`config.mk`:
```
export PLATFORM = sky130hd
export DESIGN_NAME = mpbu_div_cell
export DESIGN_NICKNAME = d
export VERILOG_FILES = /design/src/rtl/core/mpbu_div_cell.sv
export SDC_FILE = /design/constraint.sdc
export NUM_CORES = 1
export LEC_CHECK = 0
export ABC_AREA = 1
export BUFFER_PORTS_ARGS = -buffer_cell sky130_fd_sc_hd__buf_2
export CAP_MARGIN = 30
export CORE_MARGIN = 5
export CORE_UTILIZATION = 52
export DETAILED_ROUTE_END_ITERATION = 8
export GPL_ROUTABILITY_DRIVEN = 1
export GPL_TIMING_DRIVEN = 0
export PLACE_DENSITY_LB_ADDON = 0.08
export SYNTH_ARGS = -nofsm -noshare
export SYNTH_HDL_FRONTEND = slang
export SYNTH_SLANG_ARGS = --single-unit
```
`constraint.sdc`:
```
create_clock -name clk_i -period 5 [get_ports clk_i]
set_input_delay 1.25 -clock clk_i [delete_from_list [all_inputs] [get_ports clk_i]]
set_output_delay 1.25 -clock clk_i [all_outputs]
set_load 0.005 [all_outputs]
```
`src/rtl/core/mpbu_div_cell.sv`:
```
module mpbu_div_cell #(
  parameter int W  = 24,
  parameter int LW = 40,
  parameter int QW = 40
) (
  input  logic          clk_i,
  input  logic          en_i,
  input  logic [W-1:0]  rem_i,
  input  logic [LW-1:0] low_i,
  input  logic [QW-1:0] quot_i,
  input  logic [W-1:0]  div_i,
  output logic [W-1:0]  rem_o,
  output logic [LW-1:0] low_o,
  output logic [QW-1:0] quot_o,
  output logic [W-1:0]  div_o
);

  logic [W:0]    cand;
  logic          ge;
  logic [W:0]    diff;
  logic [W-1:0]  rem_d;

  always_comb begin
    cand  = {rem_i, low_i[LW-1]};
    ge    = cand >= {1'b0, div_i};
    diff  = cand - {1'b0, div_i};
    rem_d = ge ? diff[W-1:0] : cand[W-1:0];
  end

  always_ff @(posedge clk_i) begin
    if (en_i) begin
      rem_o  <= rem_d;
      low_o  <= low_i << 1;
      quot_o <= {quot_i[QW-2:0], ge};
      div_o  <= div_i;
    end
  end

endmodule

```
Yosys cells after proc, flatten, opt, wreduce, memory -nomap -nowiden:

Index checks and enable logic that the tools add are counted.

* $add $sub $neg: 1
* $lt $le $gt $ge: 1
* mux-type cells: 1

Operator list (count)
* 25-bit by 24-bit greater-or-equal comparator with 1-bit output: 1
* 24-bit 2-to-1 mux: 1
* 24-bit subtractor: 1

* flip-flop bits (word level): 127
* input bits: 130
* output and inout bits: 128
* logic and storage cells: 7

Longest topological paths before layout:

Gate-level depths: netlist (run 1).

* depth in word-level cells: 2
* gate-level depth with buffers: 14

Worst setup path before layout (run 1):

Ideal clock, no wire load.

* path kind: input port to flip-flop
* start point: input port div_i[11]
* end point: register rem_o[20] (data pin)
* data arrival time: 2.585 ns
* required time: 4.747 ns
* path slack: 2.163 ns
* stages on the path: 13
* path buffers: 1
* cells stage by stage: inv_1 > ha_1 > nand2_1 > inv_1 > nand2_1 > nand2_1 > nand2_1 > nand2_1 > a21oi_4 > nand3_4 > buf_6 > nand2_1 > nand2_1

* longest elaborated chain between the ends: 2
* elaborated cells on any way between the ends: 3
* those cells by class: add/sub (1); order compare (1); mux (1)

Ends and longest elaborated chain
* start, declared: line 11 `input logic [W-1:0] div_i,`
* 24-bit subtractor or 25-bit by 24-bit greater-or-equal comparator with 1-bit output (tied branches): line 26, 25
* 24-bit 2-to-1 mux *: line 27 `rem_d = ge ? diff[W-1:0] : cand[W-1:0];`
* named net rem_d[20]: line 21 `logic [W-1:0] rem_d;`
* end signal, assigned: line 32 `rem_o <= rem_d;`
* end, declared: line 12 `output logic [W-1:0] rem_o,`

Mark *: on every way through the listed nets, which the timed path passes. The rest lies on a longest branch.
A chain may end at the register's enable or synchronous reset.

Worst setup path in the final report (run 1):

* start point: input port div_i[11]
* end point: register rem_o[10] (data pin)

* longest elaborated chain between the ends: 2

Ends and longest elaborated chain
* 25-bit by 24-bit greater-or-equal comparator with 1-bit output: line 25 `ge = cand >= {1'b0, div_i};`
* named net ge: line 19 `logic ge;`
* 24-bit 2-to-1 mux: line 27
* named net rem_d[10]: line 21

The timed path passes the listed nets, and every way through them passes these cells.

==> results of run 1 <==
-- sequential cells by signal, indices dropped and copies added (netlist names) --
name,cells
quot_o,40
low_o,39
div_o,24
rem_o,24
-- path summary, 6_finish.rpt --
kind / end / cells after the start / from
max: rem_o[10] / 14 / div_i[11]
min: low_o[30] / 1 / low_i[29]
-- per-stage QoR --
step / hold WS, ns / instance area, um2
2_1_floorplan: 1.35 / 6160
3_3_place_gp: 1.43 / 7620
3_5_place_dp: 1.43 / 7650
4_1_cts: 0.996 / 8260
5_1_grt: 0.995 / 8260
6_report: 1.01 / 8260
-- cell families (layout without fill, tap and decap cells) --
group                    after synthesis  after routing  synth area share, %
adder cells (fa/ha/maj)               25             25                 5.20
AND/OR/NAND/NOR                      311            311                 21.9
AO/OA/AOI/OAI                         12             12                 1.20
flip-flops                           127            127                 61.9
other                                  1              1               0.0609
buffers and inverters                128            416                 8.22
XOR/XNOR                              11             11                 1.56
-- power by group through the flow --
stage                     logic [mW]  clock network, mW  registers [mW]
after floorplan                0.209                  0            1.35
after CTS                      0.464               1.31            1.31
after detailed placement       0.460                  0            1.33
after global routing           0.516               1.35            1.32
final                          0.460               1.28            1.31
after global placement         0.451                  0            1.33
-- layer usage --
layer  share of wire, %  vias to the layer above  wire length, um
li1                   -                     2554                -
met1                 37                     2363             6330
met2                 54                      204             9110
met3                7.2                       25             1220
met4                2.0                        2              339
met5              0.076                        -               13
-- cells in the final DEF (no fill, tap or decap), types with 2 or more instances in the layout --
cell	synthesis	routed
a21oi_1	10	10
buf_2	6	260
buf_4	1	2
buf_6	2	2
bufinv_16	0	4
clkbuf_16	0	17
clkinv_1	0	2
clkinv_2	0	2
clkinvlp_4	0	2
edfxtp_1	127	127
ha_1	24	24
inv_1	118	118
inv_6	0	3
nand2_1	217	217
nand3_1	26	26
nand3_4	2	2
nand4_1	29	29
nor2_1	27	27
nor2_2	3	3
nor3_2	2	2
xor2_1	10	10
-- area by class of cell --
class / instances / area, um2
Inverter: 119 / 447
Tap cell: 143 / 179
Timing Repair Buffer: 256 / 1310
Buffer: 9 / 60.1
Multi-Input combinational cell: 360 / 1840
Sequential cell: 127 / 3810
Clock buffer: 18 / 429
Fill cell: 918 / 3250
Clock inverter: 14 / 188
==> summary.txt, run 1 <==
Run status
  – Status: completed

Global route
  – Initial antenna violation count: 1
  – Largest net degree at the start of global routing: 82
  – Total gr overflow: 0
  – First-pass GRT wire length: around 26000 um
  – GR Layer Usage met3: between 6 and 7%
  – Global Route met2 Usage: 44.9%
  – GR peak layer: met2
  – Vias in the first global route: approximately 5200
  – GRT met1 Usage: 26.4%
  – GRT Resource Usage Total: between 20% and 30%

Synthesis
  – Post-synth ARST share: 0%
  – Synth Area per Inst: between 10 and 15 um2
  – Number of synthesized register bits: roughly 130
  – Top cell type's share of synthesized area: approximately three fifths
  – Most frequent cell after synthesis: nand2_1
  – Synth warn: 0
  – Syn Nets: 770
  – Area contributors post-synth: edfxtp_1, nand2_1, inv_1
  – Register area share after synthesis: 61.9%
  – Synth top cells by count: nand2_1, edfxtp_1, inv_1, nand4_1, nor2_1
  – Mapped cell area: 0.00616 mm2
  – Count of different cell masters after synthesis: 26
  – Synth area leader: edfxtp_1
  – Ys flop type: edfxtp_1
  – Mapped Cells: ~600
  – EDFF count, synth: between 100 and 150

Route
  – Residual DRC count: 0
  – Drt pass-1 iters: 5
  – DR iter-0 viols: about 400
  – Vias: roughly 5000
  – Routed length per instance: 16.3 um
  – Routed vias/inst: approximately 4.9
  – Antenna Nets Post-Route: 0
  – Routed Wire Length: around 17000 um

Worst setup path
  – CP max stage cell: ha_1
  – WP data required: 5.16 ns
  – Largest stage delay, worst path: between 0.3 and 0.4 ns
  – CP most frequent cell: nand2_1
  – CP bufs+invs: 4
  – Critical-path cell list: buf_2 > inv_1 > ha_1 > nand2_1 > inv_1 > nand2_1 > nand2_1 > nand2_1 > nand2_1 > a21oi_4 > nand3_4 > buf_6 > nand2_1 > nand2_1
  – Startpoint Class: input port
  – Worst path top cell family by delay: simple AND/OR/NAND/NOR gates
  – Crit path kind: input port to register
  – Arrival @ worst endpoint: ~3.1 ns
  – CP endpoint kind: register
  – Crit Path Max Fanout: 10

Pwr
  – Max IR drop VDD: 0.204 mV
  – Net Sw Frac: between 20% and 30%
  – NetSw: approximately 0.74 mW
  – Static leakage: around 4.2 nW
  – Clock Power Share: between 40% and 50%
  – Internal: between 2 and 2.5 mW
  – Power consumption: 3.05 mW
  – Gate power share: roughly 15%
  – Part of the power in registers: ~43%
  – PwrDens: ~370 mW/mm2

STA
  – Worst Max-Slew Pin Slew: roughly 0.63 ns
  – RSZ-0062 raised after global routing: no
  – Worst setup margin: around 2.1 ns
  – Total negative slack: 0 ns
  – Fin. Hold Viols: 0
  – Fmax: around 350 MHz
  – Slew headroom: between 50% and 60%
  – Final setup vio count: 0
  – Fin crit period: between 2 and 3 ns
  – Tcrit/Tclk final: just under 60%
  – Max Transition Viols Final: 0

Clock network
  – Post-CTS Setup Inserts: 0
  – Clock Sinks: between 100 and 150
  – Cts bufs inserted: 17
  – Clock transition at the registers of the reported paths: 0.06 ns
  – Clk buf depth: 2
  – Hold_buf cts: 0
  – CTS tree: done
  – Post-CTS Resized: 0
  – CTS H-tree lvls: 4
  – Clock root cell: clkbuf_16

Floorplanning
  – Initial Util: ~53%
  – # rows: 39
  – I/O Pins: 258
  – Die X-Extent: between 100 and 150 um
  – Die Ht: roughly 120 um
  – Die area: approximately 0.014 mm2
  – Core Area: ~0.012 mm2

Final layout
  – Ant. Diodes: 0
  – Layout area overhead: 34.1%
  – Final net count: 1045
  – Fin util: between 70% and 80%
  – Fraction of layout cells with a size suffix above 1: around 34%
  – Final std cells w/o fill: approximately 1000

Run
  – Max Cap Violations: 0

Place
  – Global placement routability congestion: about 0.85
  – DP Cell Count: 1014
  – Hpwl dp: about 13000 um
  – Port Buf Inserts: approximately 260
  – Dpl ws: approximately 1.6 ns

Hold path
  – Hold WC Path Type: input port to register
Power figures use the tool's default switching activity.
==> inputs of run 2 (changes only) <==
--- a/config.mk
+++ b/config.mk
@@ -9,7 +9,7 @@
 export BUFFER_PORTS_ARGS = -buffer_cell sky130_fd_sc_hd__buf_2
 export CAP_MARGIN = 30
 export CORE_MARGIN = 5
-export CORE_UTILIZATION = 52
+export CORE_UTILIZATION = 48
 export DETAILED_ROUTE_END_ITERATION = 8
 export GPL_ROUTABILITY_DRIVEN = 1
 export GPL_TIMING_DRIVEN = 0
==> constraint.sdc (replaced) <==
create_clock -name clk_i -period 2.7 [get_ports clk_i]
set_input_delay 0.675 -clock clk_i [delete_from_list [all_inputs] [get_ports clk_i]]
set_output_delay 0.675 -clock clk_i [all_outputs]
set_load 0.005 [all_outputs]
==> run 2 against run 1 <==
Power up 80%; first-iteration DRC count down 39%; die area up 7.6%; clock-buffer cell count down 1; largest power group unchanged; design area up 0.14%; critical endpoint is now rem_o[16]; critical path depth down 3; non-clock buffer count unchanged.
==> summary.txt, run 2 (same netlist as run 1, synthesis figures left out) <==
Run status
  – Status: completed

Clock network
  – CTS tree: done
  – Clock transition at the registers of the reported paths: 0.06 ns (about the same)
  – Hold_buf cts: 0 (unchanged)
  – CTS H-tree lvls: 4 (unchanged)
  – Post-CTS Resized: 0 (unchanged)
  – Cts bufs inserted: 17 (unchanged)
  – Clock root cell: clkbuf_16
  – Clock Sinks: 127 (unchanged)
  – Post-CTS Setup Inserts: 0 (unchanged)
  – Clk buf depth: 2 (unchanged)

STA
  – Fin. Hold Viols: 0 (unchanged)
  – Final setup vio count: 0 (unchanged)
  – Tcrit/Tclk final: between 80% and 90%
  – Max Transition Viols Final: 0 (unchanged)
  – Fin crit period: approximately 2.4 ns
  – Worst hold slack: 0.436 ns (-0.575 ns)
  – RSZ-0062 raised after global routing: no
  – Fmax: between 400 and 500 MHz

Pwr
  – Static leakage: 4.19 nW (-0.40%)
  – PwrDens: 664 mW/mm2 (+80%)
  – Max IR drop VDD: 0.387 mV (+90%)

Worst setup path
  – Largest stage delay, worst path: 0.36 ns (+0.03 ns)
  – Crit Path Max Fanout: 10 (unchanged)
  – Worst Setup SP: div_i[17]
  – CP endpoint: rem_o[16]
  – Worst path top cell family by delay: simple AND/OR/NAND/NOR gates
  – Crit path kind: input port to register
  – Instance count on the critical path: 11 (-3)
  – CP bufs+invs: 4 (unchanged)
  – WP data required: 2.86 ns (-2.30 ns)
  – CP max stage cell: ha_1
  – Startpoint Class: input port
  – CP most frequent cell: nand2_1
  – Critical-path cell list: buf_2 > inv_1 > ha_1 > nand2_1 > inv_1 > nand2_1 > nor4_1 > nand3_2 > buf_2 > nand4_1 > nand2_1
  – Arrival @ worst endpoint: 2.52 ns (-0.54 ns)
  – CP endpoint kind: register

Route
  – Drt pass-1 iters: 5 (unchanged)
  – Routed vias/inst: 4.75 (-3.6%)
  – Routed Wire Length: 16600 um (-2.4%)
  – DR iter-0 viols: 244 (-39%)
  – Antenna Nets Post-Route: 0 (unchanged)
  – Met3 wire length: 1260 um (+3.0%)
  – Top Layer Used: met4
  – Residual DRC count: 0 (unchanged)
  – Routed length per instance: 15.4 um (-5.1%)
  – Metal2 WL: 8790 um (-3.6%)
  – Routed length on met1: 6350 um (+0.36%)
  – Vias: 5106 (-0.82%)

Final layout
  – Final design instance area without fill: 0.00827 mm2 (+0.14%)
  – Most frequent cells in the layout: buf_2, nand2_1, edfxtp_1
  – Fraction of layout cells with a size suffix above 1: 34.1% (+0.33 points)
  – Layout area overhead: 34.3%
  – Register name with the most flops: quot_o
  – Max reg flops: 40 (unchanged)
  – Final net count: 1045 (unchanged)
  – Top Registers: quot_o x40, low_o x39
  – Commonest non-fill, non-tap cell in the layout: buf_2

Run
  – Max Cap Violations: 0 (unchanged)

Global route
  – Initial antenna violation count: 1 (unchanged)
  – Vias in the first global route: 4950 (-4.6%)
  – Largest net degree at the start of global routing: 90 (+9.8%)
  – Total gr overflow: 0 (unchanged)
  – First-pass GRT wire length: 24600 um (-6.9%)
  – GRT Resource Usage Total: 21.4% (-2.6 points)

Floorplanning
  – Core Area: 0.0126 mm2 (+9.6%)
  – Die Ht: 123 um (+3.7%)
  – I/O Pins: 258 (unchanged)
  – Die area: 0.0152 mm2 (+7.6%)
  – # rows: 41 (+5.1%)
  – Die X-Extent: 123 um (+3.7%)
  – Initial Util: 48.8% (-4.7 points)

Place
  – Hpwl dp: 13400 um (+1.4%)
  – Global placement routability congestion: 0.893 (+5.3%)
  – Placed cell area: 0.00769 mm2 (+0.52%)
  – Port Buf Inserts: 255 (unchanged)

Hold path
  – Hold WC Path Type: input port to register
## run 2: cell types whose count changed in the layout (fill, tap and decap cells not counted), sizes merged
cell,previous run,this run
bufinv,4,2
clkinvlp,2,4
clkbuf,18,17
diode,0,1
inv,122,123
## run 2: worst min-delay path by stage
stage	to	depth (start not counted)	startpoint	slack (ns)
global placement	quot_o[13]	1	quot_i[12]	0.85
CTS	low_o[33]	1	low_i[32]	0.42
detailed placement	low_o[12]	1	low_i[11]	0.85
finish	low_o[33]	1	low_i[32]	0.44
global route	quot_o[21]	1	quot_i[20]	0.41
floorplan	div_o[0]	0	div_i[0]	0.77
## run 2: layer usage
metal	track usage [%]	vias to the layer above
met4	7.54	0
met5	0	-
met2	38.6	170
met3	5.63	17
met1	24.4	2364
li1	-	2555
## run 2: report_power, final
| part | internal, mW | switching, mW |
|---|---|---|
| clock | 1.37 | 0.853 |
| combinational | 0.349 | 0.498 |
| sequential | 2.38 | 0.0387 |
## run 2: final cells by class
class	instances	area (um2)
antenna	1	2.50
buffer	9	60.1
clock buffer	17	425
clock inverter	15	160
fill	1077	4350
inverter	119	447
multi-input combinational	360	1840
sequential	127	3810
tap	172	215
timing repair buffer	256	1310
## run 2: stage by stage
step           util, %  cells  power [mW]  worst slack (ns)  setup TNS (ns)
6_report          65.6   1076        5.49             0.341               0
5_1_grt           65.6   1076        5.76             0.130               0
4_1_cts           65.5   1075        5.56             0.333               0
3_5_place_dp      60.9   1043        3.32            -0.107           -2.14
3_3_place_gp      60.6   1042        3.30            -0.362          -45.94
2_1_floorplan        -    615        2.89             0.438               0
